`src/sv/hftq_pkg.sv`:
```
// shared types and constants for the heightfield triangle height query block
// no dependencies; every other file of the block but hftq_ram imports this package
package hftq_pkg;

    localparam int H_W      = 16;       // height and position width, signed q7.8
    localparam int IDX_W    = 5;        // grid index field width
    localparam int FRAC_W   = 8;        // fraction bits of q7.8
    localparam int CELL_Q8  = 1280;     // 5 units in q8
    localparam int HALF_Q8  = 640;      // half a cell in q8
    localparam int H_MAX    = 2 ** (H_W - 1) - 1;
    localparam int H_MIN    = -(2 ** (H_W - 1));

    // datapath widths
    localparam int D_W      = H_W + 1;              // height difference
    localparam int F_W      = 11;                   // weight, 0..1280
    localparam int P_W      = D_W + F_W + 1;        // difference times weight
    localparam int N_W      = P_W + 1;              // sum of both products
    localparam int V_W      = N_W - FRAC_W;         // magnitude after dropping the q8 part

    // divide by 5 through a reciprocal, exact over the ranges used here
    localparam int CELL_RCP    = 3277;
    localparam int CELL_RCP_W  = 12;
    localparam int CELL_RCP_SH = 14;
    localparam int NUM_RCP     = 6710887;
    localparam int NUM_RCP_W   = 23;
    localparam int NUM_RCP_SH  = 25;
    localparam int Q_W         = V_W + NUM_RCP_W - NUM_RCP_SH;
    localparam int S_W         = Q_W + 2;

    typedef enum logic {
        FUNC_WRITE = 1'b0,
        FUNC_QUERY = 1'b1
    } func_t;

    // bit 0 steps x by one, bit 1 steps z by one
    typedef enum logic [1:0] {
        CORNER_H0 = 2'b00,
        CORNER_H1 = 2'b01,
        CORNER_H2 = 2'b10,
        CORNER_H3 = 2'b11
    } corner_t;

    typedef enum logic [3:0] {
        S_IDLE,
        S_CELL,
        S_FRAC,
        S_RD1,
        S_RD2,
        S_RD3,
        S_DIFF,
        S_MUL1,
        S_MUL2,
        S_SUM,
        S_ABS,
        S_RCP,
        S_FIN
    } state_t;

    typedef struct packed {
        logic    accept;
        logic    cell_en;
        logic    frac_en;
        logic    rd_en;
        corner_t rd_corner;
        logic    cap_en;
        corner_t cap_corner;
        logic    diff_en;
        logic    mul_en;
        logic    mul_second;
        logic    sum_en;
        logic    abs_en;
        logic    rcp_en;
        logic    load_out;
    } cmd_t;

    typedef struct packed {
        logic is_query;
        logic in_range;
    } status_t;

endpackage

```
`src/sv/hftq_ctrl.sv`:
```
// sequencer for the height query: walks one word through its steps
// depends on hftq_pkg; drives the datapath through hftq_pkg::cmd_t
module hftq_ctrl (
    input  logic             clk,
    input  logic             rst_n,
    input  logic             in_valid,
    output logic             in_stall,
    output logic             out_valid,
    input  logic             out_stall,
    input  hftq_pkg::status_t st,
    output hftq_pkg::cmd_t   cmd
);

    import hftq_pkg::*;

    state_t state_reg;
    state_t state_next;
    logic   out_valid_reg;
    logic   out_valid_next;
    logic   out_free;

    assign out_free = !out_valid_reg || !out_stall;

    always_ff @(posedge clk or negedge rst_n)
    begin
        if (!rst_n)
        begin
            state_reg     <= S_IDLE;
            out_valid_reg <= 1'b0;
        end
        else
        begin
            state_reg     <= state_next;
            out_valid_reg <= out_valid_next;
        end
    end

    always_comb
    begin
        state_next = state_reg;
        case (state_reg)
            S_IDLE:
            begin
                if (in_valid)
                begin
                    state_next = st.is_query ? S_CELL : S_FIN;
                end
            end
            S_CELL:  state_next = st.in_range ? S_FRAC : S_FIN;
            S_FRAC:  state_next = S_RD1;
            S_RD1:   state_next = S_RD2;
            S_RD2:   state_next = S_RD3;
            S_RD3:   state_next = S_DIFF;
            S_DIFF:  state_next = S_MUL1;
            S_MUL1:  state_next = S_MUL2;
            S_MUL2:  state_next = S_SUM;
            S_SUM:   state_next = S_ABS;
            S_ABS:   state_next = S_RCP;
            S_RCP:   state_next = S_FIN;
            S_FIN:
            begin
                if (out_free)
                begin
                    state_next = S_IDLE;
                end
            end
            default: state_next = S_IDLE;
        endcase
    end

    always_comb
    begin
        cmd = '0;
        case (state_reg)
            S_IDLE:  cmd.accept = in_valid;
            S_CELL:  cmd.cell_en = 1'b1;
            S_FRAC:
            begin
                cmd.frac_en   = 1'b1;
                cmd.rd_en     = 1'b1;
                cmd.rd_corner = CORNER_H0;
            end
            S_RD1:
            begin
                cmd.rd_en      = 1'b1;
                cmd.rd_corner  = CORNER_H1;
                cmd.cap_en     = 1'b1;
                cmd.cap_corner = CORNER_H0;
            end
            S_RD2:
            begin
                cmd.rd_en      = 1'b1;
                cmd.rd_corner  = CORNER_H2;
                cmd.cap_en     = 1'b1;
                cmd.cap_corner = CORNER_H1;
            end
            S_RD3:
            begin
                cmd.rd_en      = 1'b1;
                cmd.rd_corner  = CORNER_H3;
                cmd.cap_en     = 1'b1;
                cmd.cap_corner = CORNER_H2;
            end
            S_DIFF:  cmd.diff_en = 1'b1;
            S_MUL1:  cmd.mul_en = 1'b1;
            S_MUL2:
            begin
                cmd.mul_en     = 1'b1;
                cmd.mul_second = 1'b1;
            end
            S_SUM:   cmd.sum_en = 1'b1;
            S_ABS:   cmd.abs_en = 1'b1;
            S_RCP:   cmd.rcp_en = 1'b1;
            S_FIN:   cmd.load_out = out_free;
            default: cmd = '0;
        endcase
    end

    assign out_valid_next = cmd.load_out || (out_valid_reg && out_stall);
    assign out_valid      = out_valid_reg;
    assign in_stall       = (state_reg != S_IDLE);

    a_accept_busy: assert property (@(posedge clk) disable iff (!rst_n)
        (in_valid && !in_stall) |=> in_stall)
        else $error("no step after an accepted word");

    a_fin_holds: assert property (@(posedge clk) disable iff (!rst_n)
        (state_reg == S_FIN && out_valid_reg && out_stall)
        |=> (state_reg == S_FIN && out_valid_reg))
        else $error("result finished over a waiting word");

    a_one_step: assert property (@(posedge clk) disable iff (!rst_n)
        $onehot0({cmd.accept, cmd.cell_en, cmd.frac_en, cmd.diff_en, cmd.mul_en,
                  cmd.sum_en, cmd.abs_en, cmd.rcp_en, cmd.load_out}))
        else $error("more than one datapath step at once");

endmodule

```
`config.mk`:
```
export PLATFORM = sky130hd
export DESIGN_NAME = hftq_ctrl
export DESIGN_NICKNAME = d
export VERILOG_FILES = /design/src/sv/hftq_pkg.sv /design/src/sv/hftq_ctrl.sv
export SDC_FILE = /design/constraint.sdc
export NUM_CORES = 1
export LEC_CHECK = 0
export BUFFER_PORTS_ARGS = -buffer_cell sky130_fd_sc_hd__buf_2
export CORE_AREA = 4 4 41 43
export DETAILED_ROUTE_END_ITERATION = 8
export DIE_AREA = 0 0 45 47
export HOLD_SLACK_MARGIN = 0.03
export PLACE_DENSITY = 0.57
export RECOVER_POWER = 25
export SYNTH_ARGS = -nofsm -noshare
export SYNTH_HDL_FRONTEND = slang
export SYNTH_SLANG_ARGS = --single-unit
export TNS_END_PERCENT = 100
```
`constraint.sdc`:
```
create_clock -name clk -period 1.5 [get_ports clk]
set_input_delay 0.075 -clock clk [delete_from_list [all_inputs] [get_ports clk]]
set_output_delay 0.075 -clock clk [all_outputs]
set_load 0.01 [all_outputs]
```
After elaboration in Yosys (flattened, before gate mapping)
Cells that the tools add are included.
{"block": "classes", "muxes": 17, "shift": 0, "n_div": 0, "reduce_logical": 9, "magnitude_cmp": 0, "bitwise_logic": 0, "mul": 0, "addsub": 0, "eq_ne": 14}
{"operator": "one-hot mux 4 bit (13 select lines)", "n": 1}
{"operator": "== test 4 bit (second input constant)", "n": 5}
{"operator": "== test 4 x 3 -> 1 bit (second input constant)", "n": 4}
{"operator": "2-to-1 mux 4 bit", "n": 4}
{"operator": "one-hot mux 3 bit (4 select lines)", "n": 1}
{"operator": "2-to-1 mux 1 bit", "n": 10}
{"operator": "one-hot mux 3 bit (3 select lines)", "n": 1}
{"operator": "== test 4 x 2 -> 1 bit (second input constant)", "n": 2}
{"operator": "== test 4 x 1 -> 1 bit (second input constant)", "n": 1}
{"operator": "zero test 4 bit", "n": 1}
{"operator": "!= test 2 bit (second input constant)", "n": 2}
{"operator": "nonzero test 4 bit", "n": 1}
{"operator": "zero test 1 bit", "n": 2}
{"operator": "logical OR 1 bit", "n": 2}
{"operator": "AND reduction 2 bit", "n": 1}
{"operator": "OR reduction 2 bit", "n": 1}
{"operator": "logical AND 1 bit", "n": 1}
{"block": "word_totals", "mem_bits_rw": 0, "mem_bits_ro": 0, "register_bits": 5, "output_inout_bits": 18, "latch_bits": 0, "memories": 0}

Logic depth before layout (Yosys ltp)
{"block": "logic_depth", "word_depth": 4, "depth_mapped": 4}

Least setup slack after synthesis
Ideal clock, no wire load.
{"block": "synth_timing", "kind": "reg2reg", "start": "register state_reg[2]", "end": "register state_reg[2]", "path_buffers": 0, "arrival_time_ns": 1.170, "synth_period_minus_slack_ns": 1.303, "required_ns": 1.367, "slack_ns": 0.197, "path_stages_with_launch": 4, "path_cell_list": "dfrtp_1 > or4_4 > o22ai_2 > a221oi_1"}
{"block": "synth_via", "elab_chain_len": 3}
{"element": "start: declaration", "line_no": "hftq_ctrl.sv:16", "rtl": "state_t state_reg;"}
{"element": "start signal: assignment", "line_no": "hftq_ctrl.sv:33", "rtl": "state_reg <= state_next;"}
{"element": "== test 4 bit or zero test 4 bit (tied branches)", "line_no": "hftq_ctrl.sv:41", "rtl": "case (state_reg)"}
{"element": "!= test 2 bit (no source line)"}
{"element": "AND reduction 2 bit (no source line)"}
Several ways; a longest one is shown, not always the timed one.
A chain may end at the register's enable or synchronous reset.

==> Implementation_results.wiki <==
{| class="wikitable"
! Metric !! Value
|-
| Register bit total from synthesis || 5
|-
| Maxcap violations || 0
|-
| Maximum number of pins on one net before global-route repair || 15
|-
| Number of flops mapped to enable cells by yosys || 0
|-
| Async set-reset flop share out of synthesis || 100%
|-
| Antenna Diode Count || 0
|-
| Part of the total power dissipated in sequential elements || 17.5%
|-
| Global route total overflow || 0
|-
| CTS Sinks || 5
|-
| Setup repair after global routing missed its margin || yes
|-
| Part of the total power dissipated in combinational logic || 72.7%
|-
| GRT Total Usage || 12.3%
|-
| Stage delay of the slowest cell on the critical path || 0.57 ns
|-
| Total CTS buffers || 3
|-
| Slowest stage cell on the critical path || sky130_fd_sc_hd__or4_4
|-
| Capturing element type of the critical path || output port
|-
| Worst path cell trace || or4_4, nor2_4, buf_6
|-
| Number of antenna violations at the first check in global routing || 0
|-
| Total die area || 2120 sq um
|-
| Initial core utilization || 32.5%
|-
| Average wire per cell in the routed design || 12.0 microns
|-
| Iter 0 DRT Violations || 9
|-
| CTS tree || yes
|-
| Worst Tran Pin Value || 0.407 ns
|-
| Final TNS setup || 0 ns
|-
| Skew final || 0.00843 ns
|-
| FMAX || 667 MHz
|-
| Critical path's top delay family || simple AND/OR/NAND/NOR gates
|-
| Area leader, netlist || sky130_fd_sc_hd__dfrtp_1
|-
| Crit path arrival time || 1.42 ns
|-
| Worst relative slew slack || 72.2%
|-
| Summed area of non-filler cells in the final layout || 671 sq um
|-
| Critical path buffers and inverters || 1
|-
| Net count after synthesis || 61
|-
| Hold/Removal Path Class || in -> reg
|-
| Sum of routed wire length over all layers || 1240 microns
|-
| Top area cells in the synthesized netlist || sky130_fd_sc_hd__dfrtp_1 30%, sky130_fd_sc_hd__nor2_1 8.0%, sky130_fd_sc_hd__nand2b_1 7.4%
|-
| Number of nets with antenna violations after routing || 0
|-
| Placed cell area || 574 sq um
|-
| Run status || complete, no violations
|-
| Clock Latency Late Sink || 0.24 ns
|-
| Max-slew violation total from the final report || 0
|-
| Routing usage on met2 || 16.7%
|-
| Share of synthesized area occupied by flip-flops and latches || 29.6%
|-
| Root Buffer || sky130_fd_sc_hd__clkbuf_4
|-
| Startpoint kind of the worst setup timing path || flip-flop
|-
| RD Place Congestion || 0.751
|-
| Synthesis Warnings || 0
|-
| Vert. Die Dim || 47 microns
|-
| IO Port Bufs || 23
|-
| Pleak || 0.338 nW
|-
| First-pass GRT wire length || 1840 microns
|-
| Worst Setup Slack, final || 0.000924 ns
|-
| Most instantiated cells after synthesis || 9 x sky130_fd_sc_hd__nor2_1, 5 x sky130_fd_sc_hd__dfrtp_1, 5 x sky130_fd_sc_hd__nand2_1, 5 x sky130_fd_sc_hd__nand2b_1, 4 x sky130_fd_sc_hd__buf_2
|-
| Switching power of the nets || 0.000728 W
|-
| Critical path data required time || 1.42 ns
|-
| Site Rows || 13
|-
| Global-route layer with the greatest usage || met1
|-
| Post-CTS clock slew at the launch and capture registers of the worst setup and hold paths || 0.05 ns
|-
| Setup-failing EPs final || 0
|-
| Number of hold-slack violations in the final timing report || 0
|-
| Global Route met1 Usage || 17.0%
|-
| Number of remaining DRC errors || 0
|-
| Internal power || 0.000875 W
|-
| Synth Flop Type || sky130_fd_sc_hd__dfrtp_1
|-
| Number of H-tree branching levels || 1
|-
| Via count of the first global-routing pass || 427
|-
| Number of iterations in the first detailed-routing pass || 4
|-
| Detail-routed via count per cell || 4.93
|-
| Critical Path Fanout Max || 3
|-
| Synth Area per Inst || 7.69 sq um
|-
| Library cell with the highest instance count after synthesis || sky130_fd_sc_hd__nor2_1
|-
| Boundary pin count || 24
|-
| Number of library cell types mapped by synthesis || 24
|-
| Core region area || 1300 sq um
|-
| Share of the clock period used by the worst path after layout || 99.9%
|-
| Dpl ws || 0.125 ns
|-
| Share of cells above drive strength 1 || 47.7%
|-
| Mapped Cells || 55
|-
| Synthesized cell area || 423 sq um
|-
| Overall Power || 0.00160 W
|-
| Area added between synthesis and finish || 58.6%
|-
| Total number of vias || 508
|-
| Met3 GRT Util || 2.68%
|-
| Critical path class || reg -> out
|-
| Filler instances || 147
|-
| Worst ir drop on vdd || 0.000901 V
|-
| Worst slack on hold paths || 0.0794 ns
|-
| Flip-flop count of the largest register after layout || 4
|-
| Fraction of power consumed by the clock network || 9.8%
|-
| Minimum clock period after layout || 1.50 ns
|-
| Number of nets in the final layout || 95
|-
| Horizontal die dimension || 45 microns
|-
| Power Density || 2390 nW/um^2
|-
| CTS max path bufs || 2
|-
| Detailed Place HPWL || 887 microns
|-
| Area share of the largest cell type after synthesis || 29.6%
|-
| Switching Share || 45.4%
|}
==> placed cells by master (no fill, tap or decap), types with 3 or more instances in the layout <==
master,instances
sky130_fd_sc_hd__nor2_1,8
sky130_fd_sc_hd__clkbuf_4,3
sky130_fd_sc_hd__buf_2,20
sky130_fd_sc_hd__a21oi_1,3
sky130_fd_sc_hd__buf_4,7
sky130_fd_sc_hd__nand2b_1,3
sky130_fd_sc_hd__clkbuf_1,3
sky130_fd_sc_hd__nand2_1,5
sky130_fd_sc_hd__dfrtp_1,3
==> cells by family (layout without fill, tap and decap cells) <==
group           after synthesis  after routing  share of synthesized area (%)
flops                         5              5                           29.6
compound gates               14             14                           24.0
buf+inv                       6             39                           6.51
mux                           1              1                           2.37
simple gates                 28             28                           35.5
xor+xnor                      1              1                           2.07
==> metal layers <==
metal | routed length, microns | vias to the layer above
li1 | - | 262
met2 | 585 | 12
met5 | 0 | -
met1 | 580 | 232
met3 | 60 | 2
met4 | 12 | 0
==> path summary, 6_finish.rpt <==
check | end | startpoint | slack (ns) | cells after the start
setup / recovery | cmd[15] | state_reg[2] | 0.0009 | 3
hold / removal | out_valid | out_stall | 0.08 | 3
setup reg to reg | state_reg[2] | state_reg[2] | 0.15 | 3
hold reg to reg | out_valid | out_valid | 0.52 | 2
max in group asynchronous | state_reg[0] | rst_n | 1.05 | 2
min in group asynchronous | state_reg[2] | rst_n | 0.21 | 2
==> power groups by stage <==
stage          clock, W  sequential (W)  combinational, W
2_1_floorplan         0        0.000275          0.000674
3_3_place_gp          0        0.000302          0.000995
3_5_place_dp          0        0.000304          0.000993
4_1_cts        0.000163        0.000295           0.00106
5_1_grt        0.000165        0.000293           0.00129
6_report       0.000157        0.000281           0.00117
==> worst reg2reg max path, delay by kind of cell (launching register included) <==
| family | cells | cell delay, ns |
|---|---|---|
| and+or+nand+nor | 1 | 0.57 |
| DFF | 1 | 0.39 |
| AOI/OAI and AO/OA | 2 | 0.26 |
==> metrics by stage <==
stage,cells,utilization [%]
5_1_grt,103,51.5
6_report,103,51.5
4_1_cts,100,48.5
3_5_place_dp,94,44.1
2_1_floorplan,55,-
3_3_place_gp,94,44.1
==> cell type report <==
cell class / instances / area [sq um] / share of cell area [%]
repair buffers: 33 / 198 / 29.5
flip-flops and latches: 5 / 128 / 19.0
well taps: 15 / 18.8 / 2.80
multi-input cells: 44 / 293 / 43.7
inverters: 2 / 7.51 / 1.12
clock buffers: 4 / 26.3 / 3.92
==> repair_timing <==
item	CTS	global route
hold endpoints to repair	5	0
pin swaps	0	1
cloned	0	0
resized for setup	4	4
hold buffers	1	0
buffers inserted	1	3
setup endpoints to repair	3	5
(Power assumes the default switching activity.)
